$ cat src/rtl/m3inv_pkg.sv
// ----------------------------------------------------------------------------
// m3inv_pkg
// Shared widths, word types and limits for the 3x3 matrix inverse pipeline.
// ----------------------------------------------------------------------------
package m3inv_pkg;

    localparam int EW         = 16;
    localparam int FRAC_SHIFT = 24;
    localparam int PW         = 2 * EW;
    localparam int CW         = 2 * EW + 1;
    localparam int DPW        = EW + CW;
    localparam int DETW       = 3 * EW + 3;
    localparam int MAGW       = 3 * EW;
    localparam int NUMW       = 2 * EW + FRAC_SHIFT;
    localparam int OUTW       = 32;
    localparam int NLANES     = 9;

    localparam logic [NUMW:0]   POS_LIM = (NUMW+1)'(33'h0_7FFF_FFFF);
    localparam logic [NUMW:0]   NEG_LIM = (NUMW+1)'(33'h0_8000_0000);
    localparam logic [OUTW-1:0] POS_SAT = 32'h7FFF_FFFF;
    localparam logic [OUTW-1:0] NEG_SAT = 32'h8000_0000;

    typedef logic signed [EW-1:0]   elem_t;
    typedef logic signed [OUTW-1:0] res_elem_t;

    typedef struct packed {
        elem_t a00;
        elem_t a01;
        elem_t a02;
        elem_t a10;
        elem_t a11;
        elem_t a12;
        elem_t a20;
        elem_t a21;
        elem_t a22;
    } in_word_t;

    typedef struct packed {
        res_elem_t b00;
        res_elem_t b01;
        res_elem_t b02;
        res_elem_t b10;
        res_elem_t b11;
        res_elem_t b12;
        res_elem_t b20;
        res_elem_t b21;
        res_elem_t b22;
        logic      singular;
        logic      saturated;
    } out_word_t;

    typedef struct packed {
        logic [OUTW-1:0] val;
        logic            sat;
    } lane_res_t;

endpackage

$ cat src/rtl/m3inv_cof.sv
// ----------------------------------------------------------------------------
// m3inv_cof
// One cofactor lane: two products, difference and checkerboard sign.
// ----------------------------------------------------------------------------
module m3inv_cof
    import m3inv_pkg::*;
#(
    parameter bit NEG = 1'b0
)
(
    input  logic                 clk,
    input  logic                 en,
    input  elem_t                p,
    input  elem_t                q,
    input  elem_t                r,
    input  elem_t                s,
    output logic signed [CW-1:0] cof
);

    logic signed [PW-1:0] m0_reg;
    logic signed [PW-1:0] m1_reg;
    logic signed [CW-1:0] cof_reg;
    logic signed [CW-1:0] cof_next;
    logic signed [CW-1:0] diff;

    always_comb
    begin
        diff     = CW'(m0_reg) - CW'(m1_reg);
        cof_next = NEG ? -diff : diff;
    end

    always_ff @(posedge clk)
    begin
        if (en)
        begin
            m0_reg  <= p * s;
            m1_reg  <= q * r;
            cof_reg <= cof_next;
        end
    end

    assign cof = cof_reg;

endmodule

$ cat config.mk
export PLATFORM = sky130hd
export DESIGN_NAME = m3inv_cof
export DESIGN_NICKNAME = d
export VERILOG_FILES = /design/src/rtl/m3inv_pkg.sv /design/src/rtl/m3inv_cof.sv
export SDC_FILE = /design/constraint.sdc
export NUM_CORES = 2
export LEC_CHECK = 0
export ABC_AREA = 1
export BUFFER_PORTS_ARGS = -buffer_cell sky130_fd_sc_hd__buf_2
export CAP_MARGIN = 20
export CELL_PAD_IN_SITES_DETAIL_PLACEMENT = 0
export CELL_PAD_IN_SITES_GLOBAL_PLACEMENT = 1
export CORE_ASPECT_RATIO = 0.9
export CORE_MARGIN = 4
export CORE_UTILIZATION = 49
export CTS_CLUSTER_SIZE = 20
export DETAILED_ROUTE_END_ITERATION = 7
export PLACE_DENSITY = 0.94
export RECOVER_POWER = 100
export SETUP_SLACK_MARGIN = 0.15
export SKIP_CTS_REPAIR_TIMING = 1
export SLEW_MARGIN = 10
export SYNTH_ARGS = -nofsm -noshare
export SYNTH_HDL_FRONTEND = slang
export SYNTH_SLANG_ARGS = --single-unit
$ cat constraint.sdc
create_clock -name clk -period 6.9 [get_ports clk]
set_input_delay 0 -clock clk [delete_from_list [all_inputs] [get_ports clk]]
set_output_delay 0 -clock clk [all_outputs]
set_load 0.03 [all_outputs]
==> results.md <==
* Ratio of cells with drive above 1 in the final layout at 0.0343
* TNS Setup at 0 ns
* Largest net degree at the start of global routing at 66
* Top-level port count at 99
* Syn Inst Count at 3500
* Buffers on Ports at 98
* Buf/Inv on CP at 5
* Net Count, Synth at 4287
* Cell taking the most area after synthesis: fa_1
* CTS tree: yes
* Max Fclk at 0.173 GHz
* Number of fill cells in the layout at 5309
* Number of max-cap violations at 2
* Slowest stage delay, CP at 0.93 ns
* WHS Path Cells at 3
* Tmin final at 5.79 ns
* RSZ-0062 raised after global routing: no
* All-layer global routing usage at 0.224
* Mapped Avg Cell Area at 7.68 µm²
* Initial antenna violation count at 1
* Global-route wire length before repair at 106 mm
* Final period util at 0.839
* First-pass DRT Iterations at 6
* Crit. path cell count at 19
* Slowest CP cell: fa_1
* Worst-Margin Slew at 3.44 ns
* Drt total wl at 62.6 mm
* Vias in the first global route at 21.1k
* Max reg flops at 33
* Worst-path clk slew at 0.08 ns
* Yosys top cell area share at 0.391
* Worst Path Max Fanout at 16
* Worst skew pair latency at 0.37 ns
* Area Growth Syn to Fin at 4.30%
* Crit path kind: input port to flip-flop
* #FFs+latches synth at 97
* CTS Buf Count at 9
* Crit end category: flip-flop
* # DRC at 0
* Post-Syn Area at 26900 µm²
* Routability congestion estimate at 0.935
* Delay-heaviest family, CP: adder cells
* Root Driver: clkbuf_16
* Maximum buffer depth of the clock tree at 2
* Worst Hold Class: input port to flip-flop
* Initial drt markers at 1316
* Vias at 20.5k
* Worst reg2reg path depth at 8
* Die Y at 230 µm
* Ranking of synthesized cells by area: fa_1 (39%), inv_1 (15%), nand2_1 (14%), edfxtp_1 (11%), ha_1 (9.1%)
* Final Hold Vio Count at 0
* Ys Warns at 0
* Routed Antenna Nets at 0
* Nets at 4283
* Vias per std cell at 4.87
* Core Rows at 81
* Worst Slack Setup Final at 1.11 ns
* H-tree Lvls at 3
* Clk sinks at 97
* Slew margin rel. at -1.29
* Pins Over Slew Limit at 100
* Crit-path most repeated cell: fa_1
* Skew final at 0.0122 ns
* CP required at 7.02 ns
* Die area at 58700 µm²
* Crit path cell chain: clkbuf_1 -> nand2_1 -> inv_1 -> fa_1 -> fa_1 -> fa_1 -> fa_1 -> fa_1 -> inv_1 -> fa_1 -> inv_1 -> ha_1 -> nand2_1 -> nor2_1 -> inv_1 -> nor2_1 -> nand4_1 -> nand4_1 -> nand2_1
* Yosys cell types at 32
* CP startpoint kind: input port
* Core area at 54300 µm²
* Global route total overflow at 0
* Routed WL per cell at 14.9 µm
* Register area share after synthesis at 0.108
* # setup viols final at 0
* Die W at 255 µm
* Initial Utilization at 0.495
* Status: complete, but fails checks
* Failing checks: max-capacitance violations, max-slew violations
* Arr. time, crit path at 5.91 ns
* Setup Slack @ Placement at 1.13 ns
* DP Wirelength at 53.8 mm
## per-layer routing
layer / vias up / global-route usage / share of wire
met1: 9893 / 0.326 / 0.45
met3: 71 / 0.0200 / 0.051
met2: 566 / 0.374 / 0.48
met5: - / 0 / 0
li1: 9972 / - / -
met4: 0 / 0.0368 / 0.016
## tightest hold or removal path: stages
cell	delay, ns
buf_2	0.21
nand2_1	0.12
inv_1	0.04
## synthesized netlist by cell type (all sizes together)
master,count
nand2,994
nand3,92
inv,1084
nor2,130
nand4,30
buf,1
or2,11
nand3b,3
a21oi,79
nor3,26
o21ai,31
xor2,53
o211ai,1
fa,525
o21bai,14
xnor2,6
edfxtp,97
clkbuf,113
a31oi,1
a21o,5
ha,196
nor4,4
and2,3
a21boi,1
## metrics by stage
stage / area (µm²) / hold WS (ns) / cells / util
floorplan: 26900 / 0.112 / 3500 / -
global placement: 27800 / 0.462 / 4190 / 0.512
detailed placement: 27800 / 0.472 / 4190 / 0.512
CTS: 28100 / 0.0869 / 4206 / 0.518
global route: 28000 / 0.197 / 4207 / 0.516
finish: 28000 / 0.161 / 4207 / 0.516
## area by class of cell
type / count / area (µm²) / share of cell area
multi-input cells: 2205 / 19400 / 0.693
well taps: 705 / 882 / 0.0315
diodes: 1 / 2.50 / 0.0000892
flip-flops and latches: 97 / 2910 / 0.104
inverters: 1084 / 4070 / 0.145
clock buffers: 9 / 225 / 0.00803
repair buffers: 99 / 444 / 0.0158
clock inverters: 7 / 81.3 / 0.00290
## placed cells by master, fill, tap and decap left out, drive strengths merged, types with 14 or more instances in the layout
master	instances
o21bai	14
inv	1087
nor2	130
xor2	53
fa	525
nand2	994
clkbuf	50
buf	58
edfxtp	97
a21oi	79
nand3	92
ha	196
nand4	30
nor3	26
o21ai	31
## path summary, 6_finish.rpt
check / from / to / slack [ns]
worst min-delay path: s[0] / m0_reg[0] / 0.16
worst max-delay path: p[15] / m0_reg[25] / 1.11
worst max register to register: m0_reg[23] / cof[30] / 4.57
worst min register to register: m1_reg[0] / cof[0] / 0.68
## logic make-up after synthesis
group,count (synthesis),share of synthesized area
XOR/XNOR,59,0.0192
adder cells (fa/ha/maj),721,0.482
AND/OR/NAND/NOR,1293,0.196
AO/OA/AOI/OAI,132,0.0266
flip-flops,97,0.108
buffers and inverters,1198,0.167
Power is left out: the tool's default activity adds up to more than one toggle a clock period on the data nets, which glitch-free logic cannot reach.
