<file path="src/rtl/m3inv_pkg.sv">
// ----------------------------------------------------------------------------
// m3inv_pkg
// Shared widths, word types and limits for the 3x3 matrix inverse pipeline.
// ----------------------------------------------------------------------------
package m3inv_pkg;

    localparam int EW         = 16;
    localparam int FRAC_SHIFT = 24;
    localparam int PW         = 2 * EW;
    localparam int CW         = 2 * EW + 1;
    localparam int DPW        = EW + CW;
    localparam int DETW       = 3 * EW + 3;
    localparam int MAGW       = 3 * EW;
    localparam int NUMW       = 2 * EW + FRAC_SHIFT;
    localparam int OUTW       = 32;
    localparam int NLANES     = 9;

    localparam logic [NUMW:0]   POS_LIM = (NUMW+1)'(33'h0_7FFF_FFFF);
    localparam logic [NUMW:0]   NEG_LIM = (NUMW+1)'(33'h0_8000_0000);
    localparam logic [OUTW-1:0] POS_SAT = 32'h7FFF_FFFF;
    localparam logic [OUTW-1:0] NEG_SAT = 32'h8000_0000;

    typedef logic signed [EW-1:0]   elem_t;
    typedef logic signed [OUTW-1:0] res_elem_t;

    typedef struct packed {
        elem_t a00;
        elem_t a01;
        elem_t a02;
        elem_t a10;
        elem_t a11;
        elem_t a12;
        elem_t a20;
        elem_t a21;
        elem_t a22;
    } in_word_t;

    typedef struct packed {
        res_elem_t b00;
        res_elem_t b01;
        res_elem_t b02;
        res_elem_t b10;
        res_elem_t b11;
        res_elem_t b12;
        res_elem_t b20;
        res_elem_t b21;
        res_elem_t b22;
        logic      singular;
        logic      saturated;
    } out_word_t;

    typedef struct packed {
        logic [OUTW-1:0] val;
        logic            sat;
    } lane_res_t;

endpackage

</file>
<file path="src/rtl/m3inv_merge.sv">
// ----------------------------------------------------------------------------
// m3inv_merge
// Output register: gathers the nine lanes, applies the singular case and
// combines the saturation flags.
// ----------------------------------------------------------------------------
module m3inv_merge
    import m3inv_pkg::*;
(
    input  logic      clk,
    input  logic      en,
    input  lane_res_t res [NLANES],
    input  logic      sing,
    output out_word_t word
);

    out_word_t       word_reg;
    out_word_t       word_next;
    logic [OUTW-1:0] v [NLANES];
    logic            any_sat;

    always_comb
    begin
        any_sat = 1'b0;
        for (int k = 0; k < NLANES; k++)
        begin
            v[k]    = sing ? '0 : res[k].val;
            any_sat = any_sat | res[k].sat;
        end
        word_next.b00       = v[0];
        word_next.b01       = v[1];
        word_next.b02       = v[2];
        word_next.b10       = v[3];
        word_next.b11       = v[4];
        word_next.b12       = v[5];
        word_next.b20       = v[6];
        word_next.b21       = v[7];
        word_next.b22       = v[8];
        word_next.singular  = sing;
        word_next.saturated = any_sat & ~sing;
    end

    always_ff @(posedge clk)
    begin
        if (en)
            word_reg <= word_next;
    end

    assign word = word_reg;

endmodule

</file>
<file path="config.mk">
export PLATFORM = sky130hd
export DESIGN_NAME = m3inv_merge
export DESIGN_NICKNAME = d
export VERILOG_FILES = /design/src/rtl/m3inv_pkg.sv /design/src/rtl/m3inv_merge.sv
export SDC_FILE = /design/constraint.sdc
export NUM_CORES = 1
export LEC_CHECK = 0
export ABC_CLOCK_PERIOD_IN_PS = 1600
export BUFFER_PORTS_ARGS = -buffer_cell sky130_fd_sc_hd__buf_4
export CELL_PAD_IN_SITES_DETAIL_PLACEMENT = 1
export CELL_PAD_IN_SITES_GLOBAL_PLACEMENT = 1
export CORE_AREA = 8 8 225 227
export CTS_BUF_LIST = sky130_fd_sc_hd__clkbuf_4
export DETAILED_ROUTE_END_ITERATION = 12
export DIE_AREA = 0 0 233 235
export GPL_TIMING_DRIVEN = 0
export PLACE_DENSITY_LB_ADDON = 0.1
export SETUP_SLACK_MARGIN = 0.3
export SYNTH_ARGS = -nofsm -noshare
export SYNTH_HDL_FRONTEND = slang
export SYNTH_SLANG_ARGS = --single-unit
</file>
<file path="constraint.sdc">
create_clock -name clk -period 1.6 [get_ports clk]
set_input_delay 0.08 -clock clk [delete_from_list [all_inputs] [get_ports clk]]
set_output_delay 0.08 -clock clk [all_outputs]
set_load 0.02 [all_outputs]
</file>
==> results list, run 1 <==
* Status: completed
- Slew @ Worst Pin: roughly 650 ps
- Fraction of synthesized cell area taken by the top area cell type: 0.815
- Sequence of cells on the critical path: buf_6
- Peak supply drop: 0.000529 V
* Post-synth EDFFs: just under 300
* Per-cell routed wire length: approximately 20 um
- Static leakage power: about 8.6 nW
- In the final layout, the share of cells above drive strength 1 is 0.454.
- Post-DP HPWL: ~33000 um
* Final Max Slew Viols: 0
- Clk sink count: between 200 and 300
- ANT nets after route: 0
- Unique masters post-synth: 9
- Pre-CTS setup slack: 6.73 ps
- The root buffer cell chosen for the clock tree is sky130_fd_sc_hd__clkbuf_4.
* Switching fraction of total power: 0.258
- Static timing analysis puts the maximum clock frequency at 697 MHz.
- The die is 233 um wide.
- Clock Power Share: 0.346
* Initial antenna violation count: 7
* List of most frequent post-synthesis cells: sky130_fd_sc_hd__edfxtp_1 (290), sky130_fd_sc_hd__nor2b_1 (288), sky130_fd_sc_hd__buf_2 (22)
- The number of global-route vias before repair was a little over 10000.
- Largest cells by area after synthesis: sky130_fd_sc_hd__edfxtp_1 (81%), sky130_fd_sc_hd__nor2b_1 (17%), sky130_fd_sc_hd__buf_2 (1.0%)
* Pin count of the biggest net entering global routing: approximately 110
- The number of failing hold endpoints at the final stage was 0.
- GRT Util Overall: 0.159
* Number of fill cells: 4886
* Synthesized net count: about 900
- Sequential element share of the synthesized area: 0.815
- CP peak stage delay: between 400 and 500 ps
- Initial DRT Pass Iterations: 4
- Share of synthesized registers carrying an async set or reset: 0
- Endpoint kind of the worst setup timing path: output port
- In this run the standard cell core region covers 47100 um2.
- The register with the most flip-flops in the layout has 290 of them.
- Among cell families on the critical path, the largest total delay comes from flip-flops.
* PD cells: between 900 and 1000 nW/um2
- After global routing the overflow that remains totals 0.
- Synthesized flop and latch total: 290
- The synthesized netlist occupies a cell area of around 11000 um2.
- Setup repair after global routing missed its margin: yes
* Weighted congestion reported at the end of routability-driven placement: ~0.73
* Setup CP Type: reg2out
* Critical-path cell with the highest stage delay: sky130_fd_sc_hd__edfxtp_1
- After detailed routing, the total wire length is 45100 um.
- The worst setup path is launched from a flop.
* Setup-failing EPs final: 0
* Most common cell in the netlist: sky130_fd_sc_hd__edfxtp_1
* Initial core utilization: 0.227
* Number of levels the H-tree was split into: 3
* Total Nets Final: about 1900
- The share of total power dissipated in combinational logic is 0.195.
- The share of total power dissipated in sequential elements is 0.459.
* Setup repair bufs after CTS: 0
- Worst endpoint data arrival time: approximately 1400 ps
- The tightest min-delay check is of the in2reg type.
- Data on the critical path is required at its endpoint by roughly 1500 ps.
- Count of warnings emitted by yosys: 0
- The largest total area in the synthesized netlist belongs to sky130_fd_sc_hd__edfxtp_1.
- The number of buffers and inverters on the critical path is 1.
- Setup tns final: 0 ps
- Starting DRT DRC Count: 254
- In the routed design, unresolved DRC markers number 0.
- Number of vias per cell after detailed routing: slightly below 4
* CTS clock-pin slew for the worst setup and hold paths: 70 ps
- In this run, CTS created clock tree buffers numbering 86.
- In the post-route analysis, the smallest setup slack over all paths is roughly 170 ps.
* Relative max-transition margin: 0.567
- The worst path in the final design needs a cycle of between 1000 and 1500 ps, including I/O delays and setup.
- Port buffering added 589 buffers.
- Dominant register cell in the synthesized netlist: sky130_fd_sc_hd__edfxtp_1
- Overall die area: between 50000 and 60000 um2
- In this run the worst path has a maximum fanout of 1.
- Number of primary I/O pins: 590
- The first global-routing pass estimated 64900 um of wire.
* Clock tree from TritonCTS: done
- The final route contains 8889 vias.
- Switching power of the nets: ~0.0053 W
- Post-Syn Instances: 614
- Max Cap Violations: 0
* Die span in y: about 240 um
- Internal power: around 0.015 W
* Tcrit/Tclk final: 0.897
- The clock passes through at most 3 buffers.
- A synthesized cell averages 17.4 um2.
* Post-synthesis to final-layout area growth: 97.1%
- The floorplan has 80 rows.
## worst min-delay path, cell delays in order
cell	delay (ps)
sky130_fd_sc_hd__dlygate4sd3_1	520
sky130_fd_sc_hd__buf_4	90
sky130_fd_sc_hd__nor2b_1	110
## path summary, 6_finish.rpt
check	start	end	slack [ps]	cells past startpoint
setup / recovery	word[112]$_SDFFCE_PP0P_	word[112]	170	1
hold / removal	res[287]	word[280]$_SDFFCE_PP0P_	170	3
## layout make-up
cell class | instances | area [um2] | area share
diodes | 8 | 20.0 | 0.000950
clock inverters | 12 | 97.6 | 0.00463
well taps | 615 | 769 | 0.0365
multi-input cells | 292 | 1820 | 0.0865
flip-flops and latches | 290 | 8710 | 0.413
repair buffers | 888 | 8550 | 0.406
clock buffers | 125 | 938 | 0.0445
plain buffers | 32 | 156 | 0.00742
## per-layer routing
metal / global-route usage / routed length (um) / vias up
li1: - / - / 4146
met3: 0.0789 / 5240 / 61
met4: 0.0677 / 1160 / 0
met1: 0.158 / 15700 / 4261
met2: 0.279 / 23000 / 421
met5: 0 / 0 / -
## cells by family after synthesis
logic type,share of synthesized area
simple gates,0.170
flops,0.815
buf+inv,0.0145
compound gates,0.000586
## cells in the final DEF, fill, tap and decap left out, drive strengths merged
| cell | n |
|---|---|
| buf | 615 |
| dlygate4sd3 | 297 |
| edfxtp | 290 |
| nor2b | 288 |
| clkbuf | 133 |
| clkinv | 9 |
| diode | 8 |
| bufinv | 2 |
| nor2 | 1 |
| nor4 | 1 |
| nor3 | 1 |
| a31oi | 1 |
| inv | 1 |
## power groups by stage
stage | registers (W) | logic (W) | clock network, W
global route | 0.00939 | 0.00419 | 0.00769
finish | 0.00933 | 0.00396 | 0.00703
CTS | 0.00933 | 0.00404 | 0.00739
detailed placement | 0.00936 | 0.00304 | 0
global placement | 0.00938 | 0.00301 | 0
floorplan | 0.0101 | 0.000345 | 0
## through the flow
stage / std cells / utilization / power (W) / area (um2) / hold slack (ps)
2_1_floorplan: 614 / - / 0.0105 / 10700 / 179
3_3_place_gp: 1818 / 0.337 / 0.0124 / 15900 / 269
3_5_place_dp: 1820 / 0.338 / 0.0124 / 15900 / 271
4_1_cts: 2254 / 0.446 / 0.0208 / 21000 / 3.65
5_1_grt: 2259 / 0.447 / 0.0213 / 21100 / 72.1
6_report: 2262 / 0.447 / 0.0203 / 21100 / 173
## timing repair
action	in CTS	in global routing
hold endpoints to repair	373	0
endpoints found under the setup margin	290	482
hold buffers	297	0
resized for setup	290	3
(Power assumes the default switching activity.)
==> run 2, diff against run 1 <==
- ABC_CLOCK_PERIOD_IN_PS: 1600 -> 1850
- TNS_END_PERCENT: not set -> 1
- clock period: 1.6 -> 1.85 ns (I/O delays scaled with it)
==> run 2 against run 1 <==
Die area is the same. Routed wire length shrank 1.1%. Final area down 5.3%. Count of clock-buffer cells in the layout stayed put. Clock power fell by 14%. Utilization down 2.4 points. Flip-flop and latch count did not move. Critical path depth rose by 5. Largest cell class unchanged. Highest routed layer unchanged.
==> results list, run 2 (same netlist as run 1, synthesis figures left out) <==
- The overall die height came to 235 um (unchanged).
* Master cell of the clock root buffer: sky130_fd_sc_hd__clkbuf_4 (unchanged)
* Total count of hold-check failures in the final report: 0 (unchanged)
- Setup repair bufs after CTS: 0 (unchanged)
- Setup repair after global routing missed its margin: yes (unchanged)
* Cell row count: 80 (unchanged)
* Met3 wire len: 5290 um (was 5240 um)
* Final Max Slew Viols: 0 (unchanged)
* Setup CP Type: in2reg (was reg2out)
- Relative max-transition margin: 0.517 (was 0.567)
- The total placed cells including tap cells is 1820 (unchanged).
- Post-DP HPWL: 33100 um (unchanged)
- The core area was 47100 um2 (unchanged).
* Max Cap Violations: 0 (unchanged)
* Static leakage power: 8.25 nW (was 8.63 nW)
- The initial standard-cell utilization of the core was 0.227 (unchanged).
* Global-route wire length before repair: 64100 um (was 64900 um)
- The count of placed standard cells in the final layout, fillers left out was 2259 (was 2262).
* Per-cell routed wire length: 19.8 um (was 20.0 um)
* Category of the worst setup path launch point: input pin (was flop)
* Weighted congestion reported at the end of routability-driven placement: 0.732 (unchanged)
- Hold Crit Depth: 3 (unchanged)
- Sequence of cells on the critical path: dlygate4sd3_1 > buf_4 > nor2_1 > dlygate4sd3_1 > a31oi_1 > dlygate4sd3_1 (was buf_6)
- The number of global-route vias before repair is 10111 (was 10200).
* ANT nets after route: 0 (unchanged)
* Length of routed met2 wiring: 22800 um (was 23000 um)
* Most common cell after layout, fill and taps aside: sky130_fd_sc_hd__buf_4 (unchanged)
- Initial antenna violation count: 7 (unchanged)
- The total routing resource utilization after global routing is 0.158 (was 0.159).
- Largest register FFs: 290 (unchanged)
- The critical path data arrival time came to 2060 ps (was 1350 ps).
- Number of I/O port buffers: 589 (unchanged)
* Number of levels the H-tree was split into: 3 (unchanged)
- The maximum fanout along the worst path was 1 (unchanged).
- Die width: 233 um (unchanged)
- Area of all placed cells without fillers: 19900 um2 (was 21100 um2)
- In the finished design, the share of the clock period the worst path needs comes to 0.854.
- Endpoint kind of the worst setup timing path: flop (was output port)
- DRC errors left: 0 (unchanged)
- Most repeated library cell on the critical path: sky130_fd_sc_hd__dlygate4sd3_1
- Most frequent cells in the layout: sky130_fd_sc_hd__buf_4 (589), sky130_fd_sc_hd__dlygate4sd3_1 (294), sky130_fd_sc_hd__edfxtp_1 (290) (was sky130_fd_sc_hd__buf_4 (300), sky130_fd_sc_hd__dlygate4sd3_1 (297), sky130_fd_sc_hd__buf_6 (290), sky130_fd_sc_hd__edfxtp_1 (290), sky130_fd_sc_hd__nor2b_1 (288))
* Slew @ Worst Pin: 725 ps (was 649 ps)
- Util after Layout: 0.423 (was 0.447)
* Proportion of layout cells with a drive suffix above 1: 0.455 (was 0.454)
* Overall die area: 54800 um2 (unchanged)
- Global-route congestion overflow total: 0 (unchanged)
- The synthesis-to-layout area growth came to 86.6% (was 97.1%).
* Cts bufs inserted: 86 (unchanged)
- The path category of the worst min-delay check is in2reg (unchanged).
- Clock tree from TritonCTS: done (unchanged)
* Setup-failing EPs final: 0 (unchanged)
- The worst hold slack after final layout is 189 ps (was 173 ps).
* Clk sink count: 290 (unchanged)
* Met1 wire length: 15500 um (was 15700 um)
- Beginning of the worst hold path: res[148] (was res[287])
* Starting DRT DRC Count: 286 (was 254)
- Final WL: 44600 um (was 45100 um)
- Highest metal used: met4 (unchanged)
- Peak supply drop: 0.000463 V (was 0.000529 V)
* Pin count of the biggest net entering global routing: 109 (unchanged)
- The detail-routed via count per cell came to 3.92 (was 3.93).
- The buffer depth of the longest clock path is 3 (unchanged).
- The iteration count of the initial detailed-routing pass is 4 (unchanged).
- The fill cell total of the finished layout came to 4964 (was 4886).
- The number of top-level pins came to 590 (unchanged).
- Total Nets Final: 1887 (was 1890)
- Timing would allow up to ~630 MHz.
- Min cycle time layout: about 1600 ps
- The slowest library cell on the worst path is sky130_fd_sc_hd__dlygate4sd3_1 (was sky130_fd_sc_hd__edfxtp_1).
- The number of vias in the routed layout was 8844 (was 8889).
- Worst min-delay path endpoint: word[145]$_SDFFCE_PP0P_ (was word[280]$_SDFFCE_PP0P_)
- The power density over the cells came to 859 nW/um2 (was 965 nW/um2).
- The CTS clock-pin slew for the worst setup and hold paths is 70 ps (about the same).
* CP peak stage delay: 590 ps (was 440 ps)
* Status: completed (unchanged)
- Placed standard-cell area: 15900 um2 (unchanged)
* CP required: 2330 ps (was 1520 ps)
==> run 2: changes by cell type in the layout (fill, tap and decap cells not counted), sizes merged <==
cell	change
dlygate4sd3	-3
==> run 2: critical path: cells and delay by family <==
kind            cells  cell delay [ps]
buf+inv             4             1810
simple gates        1               60
compound gates      1               90
==> run 2: cell type report <==
class | count | area [um2] | share of cell area
flip-flops and latches | 290 | 8710 | 0.437
well taps | 615 | 769 | 0.0386
multi-input cells | 292 | 1820 | 0.0914
diodes | 8 | 20.0 | 0.00100
repair buffers | 885 | 7430 | 0.373
plain buffers | 32 | 156 | 0.00784
clock buffers | 125 | 938 | 0.0471
clock inverters | 12 | 97.6 | 0.00489
==> run 2: routing by layer <==
metal	vias to the layer above	global-route usage
met5	-	0
li1	4146	-
met3	56	0.0804
met1	4223	0.154
met4	0	0.0650
met2	419	0.277
==> run 2: how the worst max path moves through the flow <==
stage | startpoint | endpoint
after floorplan | sing | word[53]$_SDFFCE_PP0P_
after global placement | en | word[147]$_SDFFCE_PP0P_
final | res[99] | word[0]$_DFFE_PP_
after global routing | word[112]$_SDFFCE_PP0P_ | word[112]
after CTS | word[112]$_SDFFCE_PP0P_ | word[112]
after detailed placement | en | word[147]$_SDFFCE_PP0P_
==> run 2: report_power, final <==
group | internal [W] | switching (W)
registers | 0.00782 | 0.000148
logic | 0.00159 | 0.00154
clock network | 0.00331 | 0.00274
total | 0.0127 | 0.00442
==> run 2: per-stage QoR <==
step | setup TNS, ps | setup WS [ps] | power (W)
after floorplan | 0 | 908 | 0.00907
after global placement | -482830 | -1710 | 0.0107
after detailed placement | 0 | 244 | 0.0107
after CTS | 0 | 235 | 0.0176
after global routing | 0 | 286 | 0.0180
final | 0 | 271 | 0.0171
==> run 2: timing repair <==
| item | in CTS | in global routing |
|---|---|---|
| endpoints found under the setup margin | 20 | 4 |
| hold buffers | 294 | 0 |
| resized for setup | 1 | 2 |
| hold endpoints to repair | 373 | 0 |
==> run 3, diff against run 2 <==
==> constraint.sdc (replaced) <==
create_clock -name clk -period 1.85 [get_ports clk]
set_input_delay 0.37 -clock clk [delete_from_list [all_inputs] [get_ports clk]]
set_output_delay 0.37 -clock clk [all_outputs]
set_load 0.02 [all_outputs]
==> run 3 against run 2 <==
Global-route usage increased by 0.18 points. Routed wire length rose by 1.1%. Power rose by 2.5%. Critical path depth down 5. First-iteration DRC count shrank 9.4%. Hold slack got worse by 43 ps. Die area stayed put. Largest cell class unchanged.
==> results list, run 3 (same netlist as run 1, synthesis figures left out) <==
- Status: completed (unchanged).
- The stage delay of the slowest cell on the critical path is 440 ps (was 590 ps).
* Post-synthesis to final-layout area growth: 96.9% (was 86.6%)
- The overall die height is 235 um (unchanged).
* DRC errors left: 0 (unchanged)
- Min cycle time layout: 1720 ps (was 1580 ps)
- Area of all placed cells without fillers: 21000 um2 (was 19900 um2)
- Initial DRT Pass Iterations: 4 (unchanged)
- The routability-driven placement congestion ratio came to 0.732 (unchanged).
* Sum of buffers and inverters on the critical path: 1 (was 4)
- The post-route clock period utilization came to 0.932 (was 0.854).
- The power density over the cells is 835 nW/um2 (was 859 nW/um2).
- Global routing's busiest layer: met2 (unchanged)
- Vias in the first global route: 10194 (was 10111)
* End point of the critical path: word[112] (was word[0]$_DFFE_PP_)
- The routed wire length came to 45100 um (was 44600 um).
* Relative max-transition margin: 0.513 (was 0.517)
- Placeable core region: 47100 um2 (unchanged)
- Final setup slack of the worst path: 126 ps (was 271 ps)
- Setup CP Type: reg2out (was in2reg)
* Global-route wire length before repair: 64800 um (was 64100 um)
- Placed standard-cell area: 15900 um2 (unchanged)
* Total Nets Final: 1888 (was 1887)
- Setup tns final: 0 ps (unchanged)
* Critical-path cell with the highest stage delay: sky130_fd_sc_hd__edfxtp_1 (was sky130_fd_sc_hd__dlygate4sd3_1)
* Peak supply drop: 0.000471 V (was 0.000463 V)
- Initial core utilization: 0.227 (unchanged)
- The endpoint kind of the worst setup timing path is an output port (was flop).
- The startpoint of the worst setup timing path is word[112]$_SDFFCE_PP0P_ (was res[99]).
* CP top delay family: flip-flops (was buffers and inverters)
- The count of input and output buffers is 589 (unchanged).
- The area of the die came to 54800 um2 (unchanged).
* Cts bufs inserted: 86 (unchanged)
* Setup repair after global routing missed its margin: yes (unchanged)
- The path category of the worst min-delay check was in2reg (unchanged).
- The number of top-level pins was 590 (unchanged).
- Max Fanout on Critical Path: 1 (unchanged)
* Starting DRT DRC Count: 259 (was 286)
* Pre-CTS setup slack: -33.3 ps (was 244 ps)
* ANT nets after route: 0 (unchanged)
- The number of H-tree levels is 3 (unchanged).
- Final Max Slew Viols: 0 (unchanged)
- The global-route track usage on met1 was 0.157 (was 0.154).
- The estimated wirelength of the detail-placed design came to 33100 um (unchanged).
- The critical path launch point type was a flop (was input pin).
* Number of vias per cell after detailed routing: 3.94 (was 3.92)
* Slew @ Worst Pin: 731 ps (was 725 ps)
* Initial antenna violation count: 7 (unchanged)
* Cell row count: 80 (unchanged)
* Sequence of cells on the critical path: buf_6 (was dlygate4sd3_1 > buf_4 > nor2_1 > dlygate4sd3_1 > a31oi_1 > dlygate4sd3_1)
- The clock tree from TritonCTS is done (unchanged).
* Total count of hold-check failures in the final report: 0 (unchanged)
* Worst endpoint data arrival time: 1350 ps (was 2060 ps)
* Pwr Total: 0.0176 W (was 0.0171 W)
- The fmax is 580 MHz (was 633 MHz).
- The fraction of met2 tracks used by global routing was 0.279 (was 0.277).
* Pin count of the biggest net entering global routing: 109 (unchanged)
* Beginning of the worst hold path: en (was res[148])
- Most frequent cells in the layout: sky130_fd_sc_hd__buf_4 (300), sky130_fd_sc_hd__dlygate4sd3_1 (295), sky130_fd_sc_hd__buf_6 (290), sky130_fd_sc_hd__edfxtp_1 (290), sky130_fd_sc_hd__nor2b_1 (288) (was sky130_fd_sc_hd__buf_4 (589), sky130_fd_sc_hd__dlygate4sd3_1 (294), sky130_fd_sc_hd__edfxtp_1 (290))
* Logic depth of the worst setup path including buffers: 1 (was 6)
- Global routing met3 resource utilization: 0.0789 (was 0.0804)
* CTS clock-pin slew for the worst setup and hold paths: 70 ps (about the same)
- Max Cap Violations: 0 (unchanged)
- The number of sinks driven by the clock tree is 290 (unchanged).
- The total routing resource utilization after global routing was 0.159 (was 0.158).
- The wire length per cell came to 20.0 um (was 19.8 um).
- Setup-failing EPs final: 0 (unchanged)
* Most common cell after layout, fill and taps aside: sky130_fd_sc_hd__buf_4 (unchanged)
- The die extent in x was 233 um (unchanged).
- Static leakage power: 8.62 nW (was 8.25 nW)
- The number of flip-flops under the largest register name came to 290 (unchanged).
- The worst hold slack after final layout is 145 ps (was 189 ps).
- The number of vias in the routed layout came to 8894 (was 8844).
- The ratio of cells with drive above 1 in the final layout was 0.454 (was 0.455).
- The buffer depth of the longest clock path is 3 (unchanged).
* CP required: 1480 ps (was 2330 ps)
- Global-route congestion overflow total: 0 (unchanged)
- The cell at the root of the clock tree is sky130_fd_sc_hd__clkbuf_4 (unchanged).
==> run 3: power breakdown <==
part           switching, W  leakage [nW]  internal [W]
registers          0.000239          2.80       0.00783
logic               0.00153          5.20       0.00189
clock network       0.00276         0.622       0.00331
total               0.00453          8.62        0.0130
==> run 3: stage by stage <==
stage,util,std cells
2_1_floorplan,-,614
3_3_place_gp,0.337,1818
3_5_place_dp,0.338,1820
4_1_cts,0.446,2252
5_1_grt,0.446,2257
6_report,0.446,2260
==> run 3: per-layer routing <==
layer  share of wire  vias to the layer above
met2            0.51                      423
met1            0.35                     4268
met4           0.027                        0
li1                -                     4141
met5               0                        -
met3            0.12                       62
==> run 3: what timing repair did <==
action / CTS / global route
setup buffers: 0 / 0
resized for setup: 290 / 2
endpoints found under the setup margin: 290 / 300
hold buffers: 295 / 0
endpoints found under the hold margin: 290 / 0
==> run 3: worst min-delay path by stage <==
stage / to / cells past startpoint
6_report: word[0]$_DFFE_PP_ / 1
3_5_place_dp: word[1]$_DFFE_PP_ / 1
2_1_floorplan: word[1]$_DFFE_PP_ / 0
5_1_grt: word[277]$_SDFFCE_PP0P_ / 1
4_1_cts: word[192]$_SDFFCE_PP0P_ / 1
3_3_place_gp: word[1]$_DFFE_PP_ / 1
==> run 3: final cells by class <==
class	count	area, um2
clock buffers	125	938
flip-flops and latches	290	8710
clock inverters	12	97.6
repair buffers	886	8530
fillers	4890	26100
multi-input cells	292	1820
well taps	615	769
diodes	8	20.0
plain buffers	32	156
